==> config.mk <==
export PLATFORM = sky130hd
export DESIGN_NAME = roq_chunk_parser_dpcm_audio
export DESIGN_NICKNAME = d
export VERILOG_FILES = /design/src/hw/rtl/rcp_pkg.sv /design/src/hw/rtl/rcp_in_stage.sv /design/src/hw/rtl/rcp_core.sv /design/src/hw/rtl/rcp_out_stage.sv /design/src/hw/rtl/roq_chunk_parser_dpcm_audio.sv
export SDC_FILE = /design/constraint.sdc
export NUM_CORES = 1
export LEC_CHECK = 0
export BUFFER_PORTS_ARGS = -buffer_cell sky130_fd_sc_hd__buf_4
export CAP_MARGIN = 20
export CELL_PAD_IN_SITES_DETAIL_PLACEMENT = 1
export CELL_PAD_IN_SITES_GLOBAL_PLACEMENT = 2
export CORE_MARGIN = 3
export CORE_UTILIZATION = 42
export DETAILED_ROUTE_END_ITERATION = 10
export PLACE_DENSITY_LB_ADDON = 0.1
export SLEW_MARGIN = 10
export SYNTH_ARGS = -nofsm -noshare
export SYNTH_HDL_FRONTEND = slang
export SYNTH_SLANG_ARGS = --single-unit
==> constraint.sdc <==
create_clock -name aclk -period 20.2 [get_ports aclk]
set_input_delay 1.01 -clock aclk [delete_from_list [all_inputs] [get_ports aclk]]
set_output_delay 1.01 -clock aclk [all_outputs]
set_load 0.02 [all_outputs]
==> src/hw/rtl/rcp_pkg.sv <==
// Shared types and constants for the RoQ chunk parser with DPCM sound decode.
// No dependencies; imported by every module under hw/rtl.
`timescale 1ns / 1ps

package rcp_pkg;

    // Parser phase
    typedef enum logic [1:0] {
        PH_FILE    = 2'd0,
        PH_CHUNK   = 2'd1,
        PH_PAYLOAD = 2'd2,
        PH_HALT    = 2'd3
    } rcp_phase_t;

    // How payload bytes of the current chunk are handled
    typedef enum logic [1:0] {
        KIND_SKIP   = 2'd0,
        KIND_MONO   = 2'd1,
        KIND_STEREO = 2'd2
    } rcp_kind_t;

    // Result event codes
    typedef enum logic [2:0] {
        EV_FILE_OK  = 3'd0,
        EV_HEADER   = 3'd1,
        EV_MONO     = 3'd2,
        EV_LEFT     = 3'd3,
        EV_RIGHT    = 3'd4,
        EV_BADSIG   = 3'd5,
        EV_OVERSIZE = 3'd6
    } rcp_event_t;

    // Restart codes on the input side; the fourth code acts as continue
    localparam logic [1:0] RS_CONTINUE = 2'd0;
    localparam logic [1:0] RS_NEW_FILE = 2'd1;
    localparam logic [1:0] RS_LOOP     = 2'd2;

    localparam logic [15:0] SIG_ID          = 16'h1084;
    localparam logic [31:0] SIG_SIZE        = 32'hFFFF_FFFF;
    localparam logic [15:0] ID_SOUND_MONO   = 16'h1020;
    localparam logic [15:0] ID_SOUND_STEREO = 16'h1021;
    localparam logic [31:0] MAX_PAYLOAD_RST = 32'd65536;

    typedef struct packed {
        logic [7:0] data_byte;
        logic [1:0] restart;
    } rcp_item_t;

    typedef struct packed {
        rcp_event_t  event_res;
        logic [15:0] sample;
        logic [15:0] block_id;
        logic [31:0] block_size;
        logic [15:0] block_arg;
    } rcp_result_t;

    // Handshake between the pipeline stages
    typedef struct packed {
        logic in_valid;   // input register holds a byte
        logic advance;    // byte in the input register is processed this cycle
    } rcp_ctrl_t;

endpackage

==> src/hw/rtl/rcp_in_stage.sv <==
// Input register of the RoQ parser: holds one accepted byte and its restart code.
// Depends on rcp_pkg.
`timescale 1ns / 1ps

module rcp_in_stage import rcp_pkg::*; (
    input  logic      aclk,
    input  logic      aresetn,
    input  logic      s_tvalid,
    output logic      s_tready,
    input  rcp_item_t s_item,
    input  logic      advance,
    output logic      in_valid,
    output rcp_item_t in_item
);

    logic      valid_reg;
    logic      valid_next;
    rcp_item_t item_reg;

    // Free, or emptying this cycle
    assign s_tready = !valid_reg || advance;

    always_comb begin
        valid_next = valid_reg;
        if (s_tvalid && s_tready) begin
            valid_next = 1'b1;
        end else if (advance) begin
            valid_next = 1'b0;
        end
    end

    always_ff @(posedge aclk) begin
        if (!aresetn) begin
            valid_reg <= 1'b0;
        end else begin
            valid_reg <= valid_next;
        end
    end

    always_ff @(posedge aclk) begin
        if (s_tvalid && s_tready) begin
            item_reg <= s_item;
        end
    end

    assign in_valid = valid_reg;
    assign in_item  = item_reg;

endmodule

==> src/hw/rtl/rcp_core.sv <==
// Parser state and per-byte work: header collection, checks, DPCM decode.
// Depends on rcp_pkg.
`timescale 1ns / 1ps

module rcp_core import rcp_pkg::*; (
    input  logic        aclk,
    input  logic        aresetn,
    input  rcp_ctrl_t   ctrl,
    input  rcp_item_t   item,
    input  logic [31:0] max_payload,
    output logic        res_valid,
    output rcp_result_t res
);

    rcp_phase_t  phase_reg, phase_next, phase_eff;
    rcp_kind_t   kind_reg, kind_next;
    logic [2:0]  idx_reg, idx_next, idx_eff;
    logic [63:0] hb_reg, hb_next;
    logic [31:0] left_cnt_reg, left_cnt_next;
    logic        toggle_reg, toggle_next;
    logic [15:0] lpred_reg, lpred_next;
    logic [15:0] rpred_reg, rpred_next;

    logic [63:0] hdr;
    logic [15:0] hdr_id;
    logic [31:0] hdr_size;
    logic [15:0] hdr_arg;
    logic [15:0] delta;
    logic        step;

    assign step = ctrl.advance;

    // Square-table delta: b*b below 128, else -((b-128)^2)
    function automatic logic [15:0] dpcm_delta(input logic [7:0] b);
        logic [13:0] sq;
        sq = b[6:0] * b[6:0];
        return b[7] ? (16'd0 - {2'b00, sq}) : {2'b00, sq};
    endfunction

    assign delta    = dpcm_delta(item.data_byte);
    assign hdr      = {item.data_byte, hb_reg[55:0]};
    assign hdr_id   = hdr[15:0];
    assign hdr_size = hdr[47:16];
    assign hdr_arg  = hdr[63:48];

    always_comb begin
        phase_eff = phase_reg;
        idx_eff   = idx_reg;
        case (item.restart)
            RS_NEW_FILE: begin
                phase_eff = PH_FILE;
                idx_eff   = 3'd0;
            end
            RS_LOOP: begin
                phase_eff = PH_CHUNK;
                idx_eff   = 3'd0;
            end
            default: begin
            end
        endcase

        phase_next    = phase_eff;
        idx_next      = idx_eff;
        hb_next       = hb_reg;
        kind_next     = kind_reg;
        left_cnt_next = left_cnt_reg;
        toggle_next   = toggle_reg;
        lpred_next    = lpred_reg;
        rpred_next    = rpred_reg;
        res_valid     = 1'b0;
        res           = '0;

        case (phase_eff)
            PH_HALT: begin
            end
            PH_PAYLOAD: begin
                left_cnt_next = left_cnt_reg - 32'd1;
                case (kind_reg)
                    KIND_MONO: begin
                        lpred_next    = lpred_reg + delta;
                        res_valid     = 1'b1;
                        res.event_res = EV_MONO;
                        res.sample    = lpred_next;
                    end
                    KIND_STEREO: begin
                        res_valid   = 1'b1;
                        toggle_next = !toggle_reg;
                        if (!toggle_reg) begin
                            lpred_next    = lpred_reg + delta;
                            res.event_res = EV_LEFT;
                            res.sample    = lpred_next;
                        end else begin
                            rpred_next    = rpred_reg + delta;
                            res.event_res = EV_RIGHT;
                            res.sample    = rpred_next;
                        end
                    end
                    default: begin
                    end
                endcase
                if (left_cnt_reg == 32'd1) begin
                    phase_next = PH_CHUNK;
                    idx_next   = 3'd0;
                end
            end
            default: begin
                // file or chunk header byte
                hb_next[{idx_eff, 3'b000} +: 8] = item.data_byte;
                idx_next = idx_eff + 3'd1;
                if (idx_eff == 3'd7) begin
                    res_valid      = 1'b1;
                    res.block_id   = hdr_id;
                    res.block_size = hdr_size;
                    res.block_arg  = hdr_arg;
                    if (phase_eff == PH_FILE) begin
                        if (hdr_id == SIG_ID && hdr_size == SIG_SIZE) begin
                            res.event_res = EV_FILE_OK;
                            phase_next    = PH_CHUNK;
                        end else begin
                            res.event_res = EV_BADSIG;
                            phase_next    = PH_HALT;
                        end
                    end else if (hdr_size > max_payload) begin
                        res.event_res = EV_OVERSIZE;
                        phase_next    = PH_HALT;
                    end else begin
                        res.event_res = EV_HEADER;
                        kind_next     = KIND_SKIP;
                        if (hdr_id == ID_SOUND_MONO) begin
                            kind_next  = KIND_MONO;
                            lpred_next = hdr_arg;
                        end else if (hdr_id == ID_SOUND_STEREO) begin
                            kind_next   = KIND_STEREO;
                            lpred_next  = {hdr_arg[15:8], 8'h00};
                            rpred_next  = {hdr_arg[7:0], 8'h00};
                            toggle_next = 1'b0;
                        end
                        if (hdr_size == 32'd0) begin
                            phase_next = PH_CHUNK;
                        end else begin
                            phase_next    = PH_PAYLOAD;
                            left_cnt_next = hdr_size;
                        end
                    end
                end
            end
        endcase
    end

    always_ff @(posedge aclk) begin
        if (!aresetn) begin
            phase_reg  <= PH_FILE;
            idx_reg    <= 3'd0;
            kind_reg   <= KIND_SKIP;
            toggle_reg <= 1'b0;
            lpred_reg  <= 16'd0;
            rpred_reg  <= 16'd0;
        end else if (step) begin
            phase_reg  <= phase_next;
            idx_reg    <= idx_next;
            kind_reg   <= kind_next;
            toggle_reg <= toggle_next;
            lpred_reg  <= lpred_next;
            rpred_reg  <= rpred_next;
        end
    end

    always_ff @(posedge aclk) begin
        if (step) begin
            hb_reg       <= hb_next;
            left_cnt_reg <= left_cnt_next;
        end
    end

    // Halted parser stays silent unless restarted
    a_halt_silent: assert property (@(posedge aclk) disable iff (!aresetn)
        (step && phase_reg == PH_HALT && item.restart != RS_NEW_FILE
         && item.restart != RS_LOOP) |-> !res_valid)
        else $error("result produced while halted");

    // Partial header only while collecting a header
    a_idx_phase: assert property (@(posedge aclk) disable iff (!aresetn)
        (idx_reg != 3'd0) |-> (phase_reg == PH_FILE || phase_reg == PH_CHUNK))
        else $error("header index set outside header phase");

    // Payload phase always has bytes left
    a_payload_cnt: assert property (@(posedge aclk) disable iff (!aresetn)
        (phase_reg == PH_PAYLOAD) |-> (left_cnt_reg != 32'd0))
        else $error("payload phase with zero bytes left");

    // Nothing moves without a processed byte
    a_hold: assert property (@(posedge aclk) disable iff (!aresetn)
        !step |=> ($stable(phase_reg) && $stable(lpred_reg) && $stable(rpred_reg)))
        else $error("parser state changed without a byte");

    // A byte is processed only when one is held
    a_step_valid: assert property (@(posedge aclk) disable iff (!aresetn)
        step |-> ctrl.in_valid)
        else $error("byte processed from an empty input register");

endmodule

==> src/hw/rtl/rcp_out_stage.sv <==
// Result register of the RoQ parser: holds one result until the sink takes it.
// Depends on rcp_pkg.
`timescale 1ns / 1ps

module rcp_out_stage import rcp_pkg::*; (
    input  logic        aclk,
    input  logic        aresetn,
    input  logic        load,
    input  rcp_result_t res,
    output logic        m_tvalid,
    input  logic        m_tready,
    output rcp_result_t m_res
);

    logic        valid_reg;
    logic        valid_next;
    rcp_result_t res_reg;

    always_comb begin
        valid_next = valid_reg;
        if (load) begin
            valid_next = 1'b1;
        end else if (m_tready) begin
            valid_next = 1'b0;
        end
    end

    always_ff @(posedge aclk) begin
        if (!aresetn) begin
            valid_reg <= 1'b0;
        end else begin
            valid_reg <= valid_next;
        end
    end

    always_ff @(posedge aclk) begin
        if (load) begin
            res_reg <= res;
        end
    end

    assign m_tvalid = valid_reg;
    assign m_res    = res_reg;

endmodule

==> src/hw/rtl/roq_chunk_parser_dpcm_audio.sv <==
// Top level of the RoQ stream parser with square-table DPCM sound decode.
// Depends on rcp_pkg, rcp_in_stage, rcp_core, rcp_out_stage.
`timescale 1ns / 1ps

// The block takes a RoQ file one byte per input transfer. The first eight
// bytes are the file header (id 0x1084, size all ones, frame rate); a good
// header gives a "file ok" event, a bad one a "bad signature" event and the
// parser halts. After that each chunk header (16-bit id, 32-bit size, 16-bit
// argument, little-endian) gives a "chunk header" event, or an "oversize"
// event and a halt when the size exceeds cfg_data's max_payload register.
// Mono (0x1020) and stereo (0x1021) sound payload bytes give one decoded
// 16-bit sample each, left/right alternating in stereo; other payloads are
// skipped silently. A halted parser drops bytes until tuser carries a
// restart (1: new file, 2: loop to chunk header), which applies to the byte
// it arrives with. Rate: one byte per clock, sustained while m_tready is high.
// An accepted byte sits in the input register; a single pass through the
// header check / DPCM square-and-add then loads the result register when it
// is free or draining, and m_tvalid rises from that register. A stalled
// m_tready stops the input only once both registers are full. max_payload is
// to be written by the user only while the block is idle; it is not enforced.
module roq_chunk_parser_dpcm_audio import rcp_pkg::*; (
    input  logic        aclk,
    input  logic        aresetn,
    // configuration write: max_payload
    input  logic        cfg_valid,
    output logic        cfg_ready,
    input  logic [31:0] cfg_data,
    // input stream
    input  logic        s_tvalid,
    output logic        s_tready,
    input  logic [7:0]  s_tdata,   // [7:0] data_byte
    input  logic [1:0]  s_tuser,   // [1:0] restart
    // result stream
    output logic        m_tvalid,
    input  logic        m_tready,
    output logic [79:0] m_tdata,   // [15:0] sample, [31:16] header id,
                                   // [63:32] header size, [79:64] header arg
    output logic [2:0]  m_tuser    // [2:0] event_res
);

    logic [31:0] max_payload_reg;
    rcp_item_t   s_item;
    rcp_item_t   in_item;
    rcp_ctrl_t   ctrl;
    logic        in_valid;
    logic        res_valid;
    rcp_result_t res;
    rcp_result_t m_res;

    // Register always writable
    assign cfg_ready = 1'b1;

    always_ff @(posedge aclk) begin
        if (!aresetn) begin
            max_payload_reg <= MAX_PAYLOAD_RST;
        end else if (cfg_valid && cfg_ready) begin
            max_payload_reg <= cfg_data;
        end
    end

    assign s_item.data_byte = s_tdata;
    assign s_item.restart   = s_tuser;

    // Process the held byte when the result register is free or draining
    assign ctrl.in_valid = in_valid;
    assign ctrl.advance  = in_valid && (!m_tvalid || m_tready);

    rcp_in_stage u_in (
        .aclk     (aclk),
        .aresetn  (aresetn),
        .s_tvalid (s_tvalid),
        .s_tready (s_tready),
        .s_item   (s_item),
        .advance  (ctrl.advance),
        .in_valid (in_valid),
        .in_item  (in_item)
    );

    rcp_core u_core (
        .aclk        (aclk),
        .aresetn     (aresetn),
        .ctrl        (ctrl),
        .item        (in_item),
        .max_payload (max_payload_reg),
        .res_valid   (res_valid),
        .res         (res)
    );

    rcp_out_stage u_out (
        .aclk     (aclk),
        .aresetn  (aresetn),
        .load     (ctrl.advance && res_valid),
        .res      (res),
        .m_tvalid (m_tvalid),
        .m_tready (m_tready),
        .m_res    (m_res)
    );

    assign m_tdata = {m_res.block_arg, m_res.block_size, m_res.block_id, m_res.sample};
    assign m_tuser = m_res.event_res;

endmodule

==> metrics.yaml <==
sta:
  finalCriticalPeriod_ps: 7510
  skew_ps: 10.4
  fin_crit_sh_pct: 37.2
  finalHoldViolCount: 0
  fin_ws_ps: 12690
  slew_viol_final: 0
  max_clock_freq_mhz: 133
  rsz0062_at_grt: "false"
  slew_headroom_pct: 34.1
  worst_slew_pin_slew_ps: 988
  fin_setup_tns_ps: 0
  finalSetupViolCount: 0
worst_setup_path:
  crit_path_max_incr_delay_ps: 910
  crit_type: "reg2reg"
  slowest_stage: "edfxtp_1"
  end_kind: "flip-flop"
  path_cells: "nand2_1, fa_1, fa_1, inv_1, fa_1, fa_1, ha_1, inv_1, o21ai_0, mux2_4, a2111oi_4, or3b_4, o21ai_0, xnor2_1, ha_1, a21o_1, a21o_1, o2bb2ai_1, a211oi_1, a21oi_1, xor2_1, xnor2_1, o2bb2ai_1"
  cp_data_arrival_time_ps: 7830
  startpoint_type: "flip-flop"
  cp_common_cell: "fa_1"
  critPathMaxFanout: 25
  cp.required_ps: 20520
placement:
  port-buffer-count: 131
  place_area_mm2: 0.0158
  pre_cts_ws_ps: 12660
  gp_congestion: 0.849
  dpl.hpwl_um: 30400
job:
  cap_violations: 0
logic_synthesis:
  synth_simple_gate_area_share_pct: 17.6
  syn-instance-count: 1386
  synth.area.top_cells: "edfxtp_1, dfxtp_1, ha_1"
  synth_nets: 1542
  ys_ff_latch: 255
  avgSynthCellArea_um2: 10.4
  synth_fa_ha_area_share_pct: 10.4
  synthArstFlopShare_pct: 0
  synthXorXnorAreaFrac_pct: 4.67
  yosys.area.top_type: "edfxtp_1"
  yosysWarningCount: 0
  yosys.area.top_type_share_pct: 37.8
  synthMuxAreaShare_pct: 2.92
  yosys-top-cells-count: "edfxtp_1, nand2_1, nor2_1"
  synth_compound_area_share_pct: 12.6
  yosysSeqAreaShare_pct: 48.1
  synth_cell_type_count: 74
  synth.most_common_cell: "edfxtp_1"
  synth_edf_count: 181
  syn_area_mm2: 0.0144
  synth_top_flop_cell: "edfxtp_1"
  synth_top_family_by_area: "simple AND/OR/NAND/NOR gates"
detailed_routing:
  detail_route.first_pass.iterations: 5
  viasPerCell: 5.68
  vias: 11200
  drt-initial-drc-count: 729
  wl_um: 43300
  wl_per_cell_um: 22.0
  antenna_left: 0
  drcViolationCount: 0
clock_network:
  cts_resized: 0
  cts_sinks: 255
  clk_pin_slew_ps: 60
  hold_buffers: 0
  cts_buffers: 30
  clk_path_buf_depth: 3
  tritoncts: "yes"
  worstSkewPairLatency_ps: 570
  htreeDepth: 1
  post-cts-setup-buffers: 0
  cts_root_buffer: "clkbuf_16"
floorplanning:
  num_io_pins: 133
  die_w_um: 191
  die_h_um: 191
  initial_utilization_pct: 42.8
  dieArea_mm2: 0.0365
  rows: 67
  core_area_mm2: 0.0336
power_and_ir_drop:
  power_density_mw_per_mm2: 95.3
  leakagePower_nw: 6.66
  peakVddDrop_v: 0.0000719
  totalPowerFinal_mw: 1.60
cells_and_area:
  final_cell_area_mm2: 0.0168
  fin_nets: 1651
  fin_util_pct: 49.8
  drive_gt1_share_pct: 13.9
  areaGrowthSynthToFinish_pct: 16.6
  multi_input_area_mm2: 0.00694
  ff_latch_area_mm2: 0.00692
  fill_cells: 3702
  largest_register_ffs: 83
  antennaDiodeCount: 0
worst_hold_path:
  min_path_type: "reg2reg"
outcome:
  status: "completed"
grt:
  grt_max_degree: 82
  grt_use_total_pct: 23.8
  gr-total-overflow: 0
  grt_pass1_vias: 11500
  grt_pass1_wl_um: 67900
  grt_antenna_before_repair: 0
## power by group
group / leakage [nW] / internal, mW / switching (mW) / total [mW]
logic: 4.08 / 0.182 / 0.296 / 0.478
registers: 2.10 / 0.564 / 0.0123 / 0.576
clock network: 0.476 / 0.318 / 0.225 / 0.542
total: 6.66 / 1.06 / 0.533 / 1.60
## per-layer routing
metal | vias up | track usage (%) | wire length, um
li1 | 5264 | - | -
met1 | 5586 | 35.0 | 20700
met2 | 271 | 38.1 | 19700
met3 | 45 | 3.19 | 2250
met4 | 0 | 4.18 | 638
met5 | - | 0 | 0
## critical path, delay by kind of cell, from the launching register on
kind	cells	cell delay [ps]
adders and majority gates	6	2790
DFF	1	910
xor gates and xnor gates	3	600
muxes	1	290
and+or+nand+nor	2	700
buffers and inverters	2	190
AOI/OAI and AO/OA	9	1790
## logic make-up after synthesis
family / after synthesis
multiplexers: 41
flip-flops: 255
AND/OR/NAND/NOR: 493
AO/OA/AOI/OAI: 270
other: 1
buffers and inverters: 142
XOR/XNOR: 75
adder cells (fa/ha/maj): 109
## path summary, 6_finish.rpt
path	start	to	slack, ps	cells after the start
hold reg to reg	u_core.lpred_reg[8]$_SDFFE_PN0P_	u_core.lpred_reg[8]$_SDFFE_PN0P_	490	2
hold / removal	u_core.lpred_reg[8]$_SDFFE_PN0P_	u_core.lpred_reg[8]$_SDFFE_PN0P_	490	2
setup reg to reg	u_in.in_item[2]$_DFFE_PP_	u_out.m_res[79]$_SDFFCE_PP0P_	12690	23
setup / recovery	u_in.in_item[2]$_DFFE_PP_	u_out.m_res[79]$_SDFFCE_PP0P_	12690	23
## through the flow
| stage | instances | hold WS [ps] |
|---|---|---|
| floorplan | 1386 | 436 |
| global placement | 1911 | 470 |
| detailed placement | 1911 | 485 |
| CTS | 1967 | 499 |
| global route | 1967 | 508 |
| finish | 1967 | 491 |
## cells in the final DEF, fill, tap and decap left out, types with 6 or more instances in the layout
cell type,Yosys,layout
fa_1,17,17
edfxtp_1,181,181
a21o_1,15,15
clkbuf_1,64,12
o311ai_0,6,6
or2_2,8,8
nor2_1,108,107
xor2_1,14,14
o211a_1,9,9
or3_1,7,7
nand2b_1,12,11
buf_4,1,143
nand2_1,111,110
clkbuf_16,0,30
o31ai_1,7,7
nor3_1,25,25
o211ai_1,7,7
a21oi_1,59,59
mux2i_1,37,37
nand3_1,15,15
dfxtp_1,74,74
nand4_1,22,22
xnor2_1,60,60
o21ai_0,69,69
ha_1,92,91
a211oi_1,7,7
inv_1,74,73
o21bai_1,7,7
and2_1,66,66
nor4_1,22,22
and3_1,73,73
a31oi_1,16,16
clkinv_2,0,9
a22oi_1,16,16
## area by class of cell
class / instances / area share (%)
clock buffers: 43 / 4.83
clock inverters: 13 / 1.00
inverters: 76 / 1.71
multi-input cells: 989 / 41.4
flip-flops and latches: 255 / 41.3
well taps: 448 / 3.35
repair buffers: 143 / 6.41
(Power assumes the default switching activity.)
